$ cat src/hdl/gof_pkg.sv
`timescale 1ns / 1ps
`default_nettype none
// ----------------------------------------------------------------------------
// gof_pkg: shared types and constants of the group-one ALU
// Operation codes, beat payload structs, the classified item that moves
// from the front part to the back part, and the cycle-cost tables.
// ----------------------------------------------------------------------------
package gof_pkg;

  typedef enum logic [2:0] {
    OP_ORA = 3'd0,
    OP_AND = 3'd1,
    OP_EOR = 3'd2,
    OP_ADC = 3'd3,
    OP_STA = 3'd4,
    OP_LDA = 3'd5,
    OP_CMP = 3'd6,
    OP_SBC = 3'd7
  } op_e;

  localparam logic [2:0] MODE_IMM = 3'd2;
  localparam int unsigned SIGN_BIT = 7;

  // Cycle cost per addressing mode; a store never uses the immediate entry.
  localparam logic [2:0] READ_COST  [8] = '{3'd6, 3'd3, 3'd2, 3'd4, 3'd5, 3'd4, 3'd4, 3'd4};
  localparam logic [2:0] STORE_COST [8] = '{3'd6, 3'd3, 3'd0, 3'd4, 3'd6, 3'd4, 3'd5, 3'd5};

  typedef struct packed {
    logic [2:0]  req_type;
    logic [2:0]  mode;
    logic [7:0]  operand_byte;
    logic [15:0] effective_address;
    logic        crossed_page;
  } in_t;

  typedef struct packed {
    logic [7:0]  accumulator;
    logic        flag_carry;
    logic        flag_overflow;
    logic        flag_zero;
    logic        flag_negative;
    logic        store_valid;
    logic [15:0] store_address;
    logic [7:0]  store_data;
    logic [2:0]  cycles_taken;
    logic [31:0] cycle_total;
    logic        illegal_mode;
  } out_t;

  typedef struct packed {
    op_e         op;
    logic        illegal;
    logic [2:0]  cost;
    logic [7:0]  operand;
    logic [15:0] address;
  } cls_t;

endpackage
`default_nettype wire

$ cat src/hdl/group_one_alu_6502.sv
`timescale 1ns / 1ps
`default_nettype none
// ----------------------------------------------------------------------------
// group_one_alu_6502: 6502 group-one instruction unit, binary mode
// Executes ORA, AND, EOR, ADC, STA, LDA, CMP and SBC on an internal
// accumulator and the C, V, Z and N flags.
//
// Input channel: one instruction beat (operation, addressing mode, operand
// byte, effective address, page-cross bit) on in_valid_i / in_ready_o.
// Output channel: one result beat per instruction on out_valid_o /
// out_ready_i, carrying the new accumulator and flags, an optional store
// request, the cycle cost and the wrapping 32-bit cycle total.
// The result passes through the classify register, loaded at acceptance,
// then the queue and then the output register, which drives output valid.
// Throughput is one instruction per cycle while the receiver does not stall;
// the flag and accumulator feedback stays within the execute stage.
// Reset clears the accumulator, the flags, the cycle total and all queues.
// When the receiver stalls the result register holds, the execute stage
// stops, the queue fills and then in_ready_o falls; nothing is dropped.
// ----------------------------------------------------------------------------
module group_one_alu_6502 import gof_pkg::*; #(
  parameter int unsigned QueueDepth = 2
) (
  input  wire logic clk_i,
  input  wire logic rst_ni,
  input  wire logic in_valid_i,
  output logic      in_ready_o,
  input  wire in_t  in_data_i,
  output logic      out_valid_o,
  input  wire logic out_ready_i,
  output out_t      out_data_o
);

  logic fr_valid, fr_ready, bk_valid, bk_ready;
  cls_t fr_data, bk_data;

  gof_front u_front (
    .clk_i       (clk_i),
    .rst_ni      (rst_ni),
    .in_valid_i  (in_valid_i),
    .in_ready_o  (in_ready_o),
    .in_data_i   (in_data_i),
    .cls_valid_o (fr_valid),
    .cls_ready_i (fr_ready),
    .cls_data_o  (fr_data)
  );

  gof_queue #(
    .Depth (QueueDepth)
  ) u_queue (
    .clk_i        (clk_i),
    .rst_ni       (rst_ni),
    .push_valid_i (fr_valid),
    .push_ready_o (fr_ready),
    .push_data_i  (fr_data),
    .pop_valid_o  (bk_valid),
    .pop_ready_i  (bk_ready),
    .pop_data_o   (bk_data)
  );

  gof_exec u_exec (
    .clk_i       (clk_i),
    .rst_ni      (rst_ni),
    .cls_valid_i (bk_valid),
    .cls_ready_o (bk_ready),
    .cls_data_i  (bk_data),
    .out_valid_o (out_valid_o),
    .out_ready_i (out_ready_i),
    .out_data_o  (out_data_o)
  );

endmodule
`default_nettype wire

$ cat src/hdl/gof_front.sv
`timescale 1ns / 1ps
`default_nettype none
// ----------------------------------------------------------------------------
// gof_front: accept and classify
// Decodes each input beat into an operation, an illegal-store flag and the
// cycle cost, and holds the classified item in a register stage.
// ----------------------------------------------------------------------------
module gof_front import gof_pkg::*; (
  input  wire logic clk_i,
  input  wire logic rst_ni,
  input  wire logic in_valid_i,
  output logic      in_ready_o,
  input  wire in_t  in_data_i,
  output logic      cls_valid_o,
  input  wire logic cls_ready_i,
  output cls_t      cls_data_o
);

  logic cls_valid_q, cls_valid_d;
  cls_t cls_q, cls_d;
  op_e  op;

  assign in_ready_o = !cls_valid_q || cls_ready_i;

  always_comb begin
    op            = op_e'(in_data_i.req_type);
    cls_d.op      = op;
    cls_d.illegal = (op == OP_STA) && (in_data_i.mode == MODE_IMM);
    cls_d.operand = in_data_i.operand_byte;
    cls_d.address = in_data_i.effective_address;
    if (cls_d.illegal) begin
      cls_d.cost = 3'd0;
    end else if (op == OP_STA) begin
      cls_d.cost = STORE_COST[in_data_i.mode];
    end else begin
      // Largest read cost is six, so the page-cross cycle still fits.
      cls_d.cost = READ_COST[in_data_i.mode] + {2'b00, in_data_i.crossed_page};
    end
    cls_valid_d = in_ready_o ? in_valid_i : cls_valid_q;
  end

  always_ff @(posedge clk_i or negedge rst_ni) begin
    if (!rst_ni) begin
      cls_valid_q <= 1'b0;
    end else begin
      cls_valid_q <= cls_valid_d;
    end
  end

  always_ff @(posedge clk_i) begin
    if (in_valid_i && in_ready_o) begin
      cls_q <= cls_d;
    end
  end

  assign cls_valid_o = cls_valid_q;
  assign cls_data_o  = cls_q;

endmodule
`default_nettype wire

$ cat src/hdl/gof_queue.sv
`timescale 1ns / 1ps
`default_nettype none
// ----------------------------------------------------------------------------
// gof_queue: classified-item queue
// A small first-in first-out buffer that decouples the front part from the
// back part, so that each may stall on its own.
// ----------------------------------------------------------------------------
module gof_queue import gof_pkg::*; #(
  parameter int unsigned Depth = 2
) (
  input  wire logic clk_i,
  input  wire logic rst_ni,
  input  wire logic push_valid_i,
  output logic      push_ready_o,
  input  wire cls_t push_data_i,
  output logic      pop_valid_o,
  input  wire logic pop_ready_i,
  output cls_t      pop_data_o
);

  localparam int unsigned PtrW = (Depth > 1) ? $clog2(Depth) : 1;
  localparam int unsigned CntW = $clog2(Depth + 1);
  localparam logic [PtrW-1:0] LastPtr = PtrW'(Depth - 1);
  localparam logic [CntW-1:0] FullCnt = CntW'(Depth);

  cls_t            entry_q [Depth];
  logic [PtrW-1:0] wr_ptr_q, wr_ptr_d;
  logic [PtrW-1:0] rd_ptr_q, rd_ptr_d;
  logic [CntW-1:0] count_q, count_d;
  logic            push, pop;

  assign push_ready_o = (count_q != FullCnt);
  assign pop_valid_o  = (count_q != '0);
  assign pop_data_o   = entry_q[rd_ptr_q];

  always_comb begin
    push     = push_valid_i && push_ready_o;
    pop      = pop_valid_o && pop_ready_i;
    wr_ptr_d = wr_ptr_q;
    rd_ptr_d = rd_ptr_q;
    count_d  = count_q;
    if (push) begin
      wr_ptr_d = (wr_ptr_q == LastPtr) ? '0 : wr_ptr_q + 1'b1;
    end
    if (pop) begin
      rd_ptr_d = (rd_ptr_q == LastPtr) ? '0 : rd_ptr_q + 1'b1;
    end
    if (push && !pop) begin
      count_d = count_q + 1'b1;
    end else if (pop && !push) begin
      count_d = count_q - 1'b1;
    end
  end

  always_ff @(posedge clk_i or negedge rst_ni) begin
    if (!rst_ni) begin
      wr_ptr_q <= '0;
      rd_ptr_q <= '0;
      count_q  <= '0;
    end else begin
      wr_ptr_q <= wr_ptr_d;
      rd_ptr_q <= rd_ptr_d;
      count_q  <= count_d;
    end
  end

  always_ff @(posedge clk_i) begin
    if (push) begin
      entry_q[wr_ptr_q] <= push_data_i;
    end
  end

endmodule
`default_nettype wire

$ cat src/hdl/gof_exec.sv
`timescale 1ns / 1ps
`default_nettype none
// ----------------------------------------------------------------------------
// gof_exec: execute and deliver
// Holds the accumulator, flags and running cycle total; executes one classified
// item per cycle unless the output stalls; the result goes to the output register.
// ----------------------------------------------------------------------------
module gof_exec import gof_pkg::*; (
  input  wire logic clk_i,
  input  wire logic rst_ni,
  input  wire logic cls_valid_i,
  output logic      cls_ready_o,
  input  wire cls_t cls_data_i,
  output logic      out_valid_o,
  input  wire logic out_ready_i,
  output out_t      out_data_o
);

  logic [7:0]  acc_q, acc_d;
  logic        c_q, c_d, v_q, v_d, z_q, z_d, n_q, n_d;
  logic [31:0] total_q, total_d;
  logic        out_valid_q;
  out_t        out_q, out_d;
  logic        take;
  logic [7:0]  addend;
  logic        cin;
  logic [8:0]  sum;

  assign cls_ready_o = !out_valid_q || out_ready_i;
  assign take        = cls_valid_i && cls_ready_o;

  always_comb begin
    // SBC and CMP both add the inverted operand; CMP always with a carry in.
    addend  = ((cls_data_i.op == OP_SBC) || (cls_data_i.op == OP_CMP)) ?
              ~cls_data_i.operand : cls_data_i.operand;
    cin     = (cls_data_i.op == OP_CMP) ? 1'b1 : c_q;
    sum     = {1'b0, acc_q} + {1'b0, addend} + {8'd0, cin};
    acc_d   = acc_q;
    c_d     = c_q;
    v_d     = v_q;
    z_d     = z_q;
    n_d     = n_q;
    total_d = total_q + {29'd0, cls_data_i.cost};
    if (!cls_data_i.illegal) begin
      case (cls_data_i.op)
        OP_ORA: acc_d = acc_q | cls_data_i.operand;
        OP_AND: acc_d = acc_q & cls_data_i.operand;
        OP_EOR: acc_d = acc_q ^ cls_data_i.operand;
        OP_LDA: acc_d = cls_data_i.operand;
        OP_ADC, OP_SBC: begin
          acc_d = sum[7:0];
          c_d   = sum[8];
          v_d   = (acc_q[SIGN_BIT] ^ sum[SIGN_BIT]) & (addend[SIGN_BIT] ^ sum[SIGN_BIT]);
        end
        OP_CMP: c_d = sum[8];
        default: ;
      endcase
      if (cls_data_i.op == OP_CMP) begin
        z_d = (sum[7:0] == 8'd0);
        n_d = sum[SIGN_BIT];
      end else if (cls_data_i.op != OP_STA) begin
        z_d = (acc_d == 8'd0);
        n_d = acc_d[SIGN_BIT];
      end
    end

    out_d.accumulator   = acc_d;
    out_d.flag_carry    = c_d;
    out_d.flag_overflow = v_d;
    out_d.flag_zero     = z_d;
    out_d.flag_negative = n_d;
    out_d.store_valid   = (cls_data_i.op == OP_STA) && !cls_data_i.illegal;
    out_d.store_address = out_d.store_valid ? cls_data_i.address : 16'd0;
    out_d.store_data    = out_d.store_valid ? acc_q : 8'd0;
    out_d.cycles_taken  = cls_data_i.cost;
    out_d.cycle_total   = total_d;
    out_d.illegal_mode  = cls_data_i.illegal;
  end

  always_ff @(posedge clk_i or negedge rst_ni) begin
    if (!rst_ni) begin
      acc_q       <= 8'd0;
      c_q         <= 1'b0;
      v_q         <= 1'b0;
      z_q         <= 1'b0;
      n_q         <= 1'b0;
      total_q     <= 32'd0;
      out_valid_q <= 1'b0;
    end else begin
      if (take) begin
        acc_q   <= acc_d;
        c_q     <= c_d;
        v_q     <= v_d;
        z_q     <= z_d;
        n_q     <= n_d;
        total_q <= total_d;
      end
      if (cls_ready_o) begin
        out_valid_q <= cls_valid_i;
      end
    end
  end

  always_ff @(posedge clk_i) begin
    if (take) begin
      out_q <= out_d;
    end
  end

  assign out_valid_o = out_valid_q;
  assign out_data_o  = out_q;

endmodule
`default_nettype wire

$ cat config.mk
export PLATFORM = sky130hd
export DESIGN_NAME = group_one_alu_6502
export DESIGN_NICKNAME = d
export VERILOG_FILES = /design/src/hdl/gof_pkg.sv /design/src/hdl/group_one_alu_6502.sv /design/src/hdl/gof_front.sv /design/src/hdl/gof_queue.sv /design/src/hdl/gof_exec.sv
export SDC_FILE = /design/constraint.sdc
export NUM_CORES = 1
export LEC_CHECK = 0
export BUFFER_PORTS_ARGS = -buffer_cell sky130_fd_sc_hd__buf_2
export CAP_MARGIN = 10
export CORE_ASPECT_RATIO = 1.4
export CORE_UTILIZATION = 25
export CTS_CLUSTER_DIAMETER = 200
export DETAILED_ROUTE_END_ITERATION = 10
export PLACE_DENSITY = 0.48
export REMOVE_ABC_BUFFERS = 1
export SLEW_MARGIN = 10
export SYNTH_ARGS = -nofsm -noshare
export SYNTH_HDL_FRONTEND = slang
export SYNTH_SLANG_ARGS = --single-unit
$ cat constraint.sdc
create_clock -name clk_i -period 5.25 [get_ports clk_i]
set_input_delay 1.05 -clock clk_i [delete_from_list [all_inputs] [get_ports clk_i]]
set_output_delay 1.05 -clock clk_i [all_outputs]
set_load 0.02 [all_outputs]
==> flow_summary.html <==
<table>
<tr><th>Metric</th><th>Value</th></tr>
<tr><th colspan="2">Status</th></tr>
<tr><td>Result of the run</td><td>finished, final reports clean</td></tr>
<tr><th colspan="2">Power and ir drop</th></tr>
<tr><td>Power density of the placed cells</td><td>652 mW/mm^2</td></tr>
<tr><td>Combinational cell fraction of total power</td><td>0.424</td></tr>
<tr><td>Clock network fraction of total power</td><td>0.212</td></tr>
<tr><td>Sw Share</td><td>0.389</td></tr>
<tr><td>Cell-internal power</td><td>4.68 mW</td></tr>
<tr><td>P_sw</td><td>2.97 mW</td></tr>
<tr><td>Sequential power share</td><td>0.364</td></tr>
<tr><td>Leakage power</td><td>4.75 nW</td></tr>
<tr><td>Peak supply drop</td><td>about 0.00023 V</td></tr>
<tr><th colspan="2">CTS</th></tr>
<tr><td>Longest Clk Path Bufs</td><td>3</td></tr>
<tr><td>Clock buffers created by TritonCTS</td><td>23</td></tr>
<tr><td>Clk Latency, worst-skew pair</td><td>520 ps</td></tr>
<tr><td>TritonCTS clock tree</td><td>built</td></tr>
<tr><td>Root Buffer</td><td>sky130_fd_sc_hd__clkbuf_16</td></tr>
<tr><td>Num Clock Sinks</td><td>216</td></tr>
<tr><td>Buffers inserted by post-CTS timing repair</td><td>0</td></tr>
<tr><td>Count of instances resized after the clock tree is built</td><td>0</td></tr>
<tr><td>CTS H-Tree Depth</td><td>1</td></tr>
<tr><td>Count of hold buffers inserted by post-cts repair</td><td>0</td></tr>
<tr><td>Clock transition time at the flip-flop clock pins of the worst setup and hold paths</td><td>60 ps</td></tr>
<tr><th colspan="2">Cells and area</th></tr>
<tr><td>P&amp;R area growth vs syn</td><td>19.3%</td></tr>
<tr><td>Final std cells w/o fill</td><td>1,385</td></tr>
<tr><td>Combined area of the multi-input logic cells</td><td>0.00334 mm^2</td></tr>
<tr><td>Net count reported at finish</td><td>917</td></tr>
<tr><td>Layout fillers</td><td>between 3,000 and 4,000</td></tr>
<tr><td>Fraction of final layout cells with drive strength greater than 1</td><td>0.225</td></tr>
<tr><td>Sequential standard cell area</td><td>0.00624 mm^2</td></tr>
<tr><th colspan="2">Worst setup path</th></tr>
<tr><td>Arrival time at the worst endpoint</td><td>4440 ps</td></tr>
<tr><td>Critical path required time</td><td>around 5600 ps</td></tr>
<tr><td>Classification of the worst setup path</td><td>reg2reg</td></tr>
<tr><td>Cell chain of the critical path</td><td>mux2i_1, buf_4, nor2_2, xnor2_1, fa_1, fa_1, a211oi_1, or4_1, a221oi_2, a221o_1, a211oi_2, a41oi_1, o21ai_1</td></tr>
<tr><td>Critical path's top delay family</td><td>compound AO/OA/AOI/OAI gates</td></tr>
<tr><td>Endpoint kind of the worst setup timing path</td><td>register</td></tr>
<tr><td>CP max-delay cell</td><td>sky130_fd_sc_hd__nor2_2</td></tr>
<tr><td>Logic depth of the worst path, buffers included</td><td>13</td></tr>
<tr><td>Register-to-Register Path Depth</td><td>13</td></tr>
<tr><td>Buffers &amp; Inverters on Critical Path</td><td>1</td></tr>
<tr><td>Kind of start point of the critical path</td><td>register</td></tr>
<tr><td>Most numerous cell on the critical path</td><td>sky130_fd_sc_hd__fa_1</td></tr>
<tr><td>Critical Path Max Stage Delay</td><td>470 ps</td></tr>
<tr><td>Largest fanout on the critical path</td><td>14</td></tr>
<tr><th colspan="2">Floorplan</th></tr>
<tr><td>Horizontal die dimension</td><td>about 170 um</td></tr>
<tr><td>Starting density of the core</td><td>0.255</td></tr>
<tr><td>Die extent in y</td><td>237 um</td></tr>
<tr><td>Floorplan core area</td><td>0.0386 mm^2</td></tr>
<tr><td>Cell Rows</td><td>85</td></tr>
<tr><td>Number of ports placed on the die boundary</td><td>110</td></tr>
<tr><td>Die outline area</td><td>0.0401 mm^2</td></tr>
<tr><th colspan="2">Global routing</th></tr>
<tr><td>First-pass GRT wire length</td><td>between 30,000 and 40,000 um</td></tr>
<tr><td>Number of antenna violations at the first check in global routing</td><td>3</td></tr>
<tr><td>Largest net degree at the start of global routing</td><td>53</td></tr>
<tr><td>Tot GR Track Use</td><td>0.111</td></tr>
<tr><td>Remaining Overflow, GRT</td><td>0</td></tr>
<tr><td>Number of global-route vias before repair</td><td>6,167</td></tr>
<tr><th colspan="2">Yosys</th></tr>
<tr><td>Synth cell types</td><td>between 70 and 80</td></tr>
<tr><td>Synth Cell Area</td><td>0.00983 mm^2</td></tr>
<tr><td>Yosys top cell area share</td><td>0.507</td></tr>
<tr><td>Mean instance size in the synthesized netlist</td><td>13.6 um^2</td></tr>
<tr><td>Synthesized netlist cell count</td><td>724</td></tr>
<tr><td>Most repeated cell in the gate-level netlist after synthesis</td><td>sky130_fd_sc_hd__edfxtp_1</td></tr>
<tr><td>Leading cell types by count after synthesis</td><td>sky130_fd_sc_hd__edfxtp_1, sky130_fd_sc_hd__nor2_1, sky130_fd_sc_hd__dfrtp_1</td></tr>
<tr><td>Synth area leaders</td><td>sky130_fd_sc_hd__edfxtp_1, sky130_fd_sc_hd__dfrtp_1, sky130_fd_sc_hd__ha_1</td></tr>
<tr><td>Leading register cell type out of synthesis</td><td>sky130_fd_sc_hd__edfxtp_1</td></tr>
<tr><td>Number of flip-flops and latches in the synthesized netlist</td><td>216</td></tr>
<tr><td>Count of synthesis-stage warnings from yosys</td><td>0</td></tr>
<tr><td>EDFF count, synth</td><td>166</td></tr>
<tr><td>Share of flip-flops with an asynchronous set or reset after synthesis</td><td>0.231</td></tr>
<tr><td>Most area-hungry cell type in the Yosys netlist</td><td>sky130_fd_sc_hd__edfxtp_1</td></tr>
<tr><td>Share of synthesized area occupied by flip-flops and latches</td><td>0.634</td></tr>
<tr><th colspan="2">Detailed routing</th></tr>
<tr><td>WL final</td><td>21,800 um</td></tr>
<tr><td>DRC violations left</td><td>0</td></tr>
<tr><td>Routed length per placed instance</td><td>approximately 16 um</td></tr>
<tr><td>Number of vias after detailed routing</td><td>5,929</td></tr>
<tr><td>Count of nets left with antenna violations after detail routing</td><td>0</td></tr>
<tr><td>Via density per instance</td><td>between 4 and 5</td></tr>
<tr><td>First-pass iteration count of the detailed router</td><td>4</td></tr>
<tr><td>Detailed Route Iter0 Violations</td><td>230</td></tr>
<tr><th colspan="2">Timing</th></tr>
<tr><td>Fmax</td><td>approximately 250 MHz</td></tr>
<tr><td>Actual transition at the worst max-transition pin</td><td>roughly 1000 ps</td></tr>
<tr><td>Worst slew slack as a fraction of its limit</td><td>0.324</td></tr>
<tr><td>Post-route fraction of the period consumed by the critical path</td><td>0.775</td></tr>
<tr><td>Final setup TNS</td><td>0 ps</td></tr>
<tr><td>Final number of hold-violating endpoints</td><td>0</td></tr>
<tr><td>Worst hold slack after final layout</td><td>320 ps</td></tr>
<tr><td>Final worst setup slack</td><td>1180 ps</td></tr>
<tr><td>Final setup violation count</td><td>0</td></tr>
<tr><td>Post-route clock skew</td><td>16.1 ps</td></tr>
<tr><td>Final number of max-transition violations</td><td>0</td></tr>
<tr><td>Setup repair after global routing missed its margin</td><td>no</td></tr>
<tr><td>Post-layout min period</td><td>slightly above 4000 ps</td></tr>
<tr><th colspan="2">Placement</th></tr>
<tr><td>Placed cell count</td><td>1,343</td></tr>
<tr><td>Buffers on Ports</td><td>109</td></tr>
<tr><td>Placer congestion estimate</td><td>0.845</td></tr>
<tr><td>Detailed-placement wirelength estimate</td><td>14,700 um</td></tr>
<tr><td>Setup slack after placement</td><td>1210 ps</td></tr>
<tr><th colspan="2">Min path</th></tr>
<tr><td>Hold/Removal Path Class</td><td>in2async</td></tr>
<tr><th colspan="2">Job</th></tr>
<tr><td>Total of max-cap violations</td><td>0</td></tr>
</table>
[cells by family (layout without fill, tap and decap cells)]
logic type / after synthesis / count (layout) / share of synthesized area
flip-flops: 216 / 216 / 0.634
AND/OR/NAND/NOR: 194 / 194 / 0.0995
AO/OA/AOI/OAI: 93 / 93 / 0.0658
XOR/XNOR: 77 / 77 / 0.0686
buffers and inverters: 58 / 196 / 0.0271
multiplexers: 50 / 50 / 0.0567
adder cells (fa/ha/maj): 36 / 36 / 0.0481
other: 0 / 1 / 0
[worst paths after layout]
path | startpoint | end | slack [ps]
setup / recovery | u_queue.rd_ptr_q$_DFFE_PN0P_ | u_exec.out_data_o[62]$_DFFE_PP_ | 1180
hold / removal | rst_ni | u_exec.total_q[24]$_DFFE_PN0P_ | 320
min in group clk_i | u_front.cls_data_o[0]$_DFFE_PP_ | u_queue.entry_q[1][0]$_DFFE_PP_ | 440
setup reg to reg | u_queue.rd_ptr_q$_DFFE_PN0P_ | u_exec.out_data_o[62]$_DFFE_PP_ | 1180
max in group asynchronous | rst_ni | u_queue.rd_ptr_q$_DFFE_PN0P_ | 4000
hold reg to reg | u_front.cls_data_o[0]$_DFFE_PP_ | u_queue.entry_q[1][0]$_DFFE_PP_ | 440
[power groups by stage]
stage	clock network (mW)	logic [mW]	registers, mW
after global routing	1.75	3.59	2.85
after global placement	0	3.26	2.83
after floorplan	0	1.98	3.11
final	1.62	3.24	2.78
after detailed placement	0	3.26	2.83
after CTS	1.69	3.28	2.80
[registers in the layout, indices dropped and copies added (netlist names)]
register and flops:
u_exec.n_q 1, u_queue.wr_ptr_q 1, u_exec.total_q 32, u_queue.rd_ptr_q 1
u_exec.v_q 1, u_exec.z_q 1, u_exec.c_q 1, u_queue.count_q 2
u_front.cls_valid_o 1, u_queue.entry_q 62, u_front.cls_data_o 31, u_exec.out_data_o 73
u_exec.out_valid_o 1, u_exec.acc_q 8
[cell type report]
| type | instances | area share |
|---|---|---|
| Multi-Input combinational cell | 450 | 0.285 |
| Sequential cell | 216 | 0.532 |
| Clock inverter | 16 | 0.0134 |
| Antenna cell | 1 | 0.000213 |
| Tap cell | 522 | 0.0557 |
| Clock buffer | 25 | 0.0497 |
| Inverter | 36 | 0.0117 |
| Timing Repair Buffer | 119 | 0.0529 |
[layout by cell type (no fill, tap or decap), types with 3 or more instances in the layout]
| cell | n |
|---|---|
| sky130_fd_sc_hd__edfxtp_1 | 166 |
| sky130_fd_sc_hd__buf_2 | 109 |
| sky130_fd_sc_hd__nor2_1 | 70 |
| sky130_fd_sc_hd__dfrtp_1 | 49 |
| sky130_fd_sc_hd__nand2_1 | 45 |
| sky130_fd_sc_hd__xnor2_1 | 42 |
| sky130_fd_sc_hd__inv_1 | 35 |
| sky130_fd_sc_hd__xor2_1 | 35 |
| sky130_fd_sc_hd__ha_1 | 33 |
| sky130_fd_sc_hd__mux2i_1 | 27 |
| sky130_fd_sc_hd__clkbuf_16 | 23 |
| sky130_fd_sc_hd__o21ai_0 | 20 |
| sky130_fd_sc_hd__mux2_2 | 19 |
| sky130_fd_sc_hd__a21oi_1 | 16 |
| sky130_fd_sc_hd__nor3_1 | 12 |
| sky130_fd_sc_hd__nand3_1 | 12 |
| sky130_fd_sc_hd__buf_4 | 10 |
| sky130_fd_sc_hd__o211ai_1 | 8 |
| sky130_fd_sc_hd__a211oi_1 | 7 |
| sky130_fd_sc_hd__clkinv_1 | 7 |
| sky130_fd_sc_hd__nand4_1 | 6 |
| sky130_fd_sc_hd__nand2b_1 | 6 |
| sky130_fd_sc_hd__and3_1 | 5 |
| sky130_fd_sc_hd__o21a_1 | 5 |
| sky130_fd_sc_hd__o22ai_1 | 5 |
| sky130_fd_sc_hd__a21o_1 | 4 |
| sky130_fd_sc_hd__and2_1 | 4 |
| sky130_fd_sc_hd__o21ai_1 | 4 |
| sky130_fd_sc_hd__o221ai_1 | 3 |
| sky130_fd_sc_hd__nor3b_1 | 3 |
| sky130_fd_sc_hd__fa_1 | 3 |
| sky130_fd_sc_hd__inv_6 | 3 |
| sky130_fd_sc_hd__clkinv_2 | 3 |
| sky130_fd_sc_hd__bufinv_16 | 3 |
[per-layer routing]
metal	wire length, um	vias up	share of wire	global-route usage
met1	8970	2920	0.41	0.130
met2	11500	124	0.53	0.203
met5	0	-	0	0
li1	-	2855	-	-
met4	506	0	0.023	0.0390
met3	860	30	0.039	0.0165
[through the flow]
stage               cell area (um^2)  utilization  power [mW]
floorplan                       9700            -        5.09
global placement               11000        0.285        6.09
detailed placement             11000        0.285        6.09
CTS                            11700        0.304        7.77
global route                   11700        0.304        8.19
finish                         11700        0.304        7.65
Power figures use the tool's default switching activity.
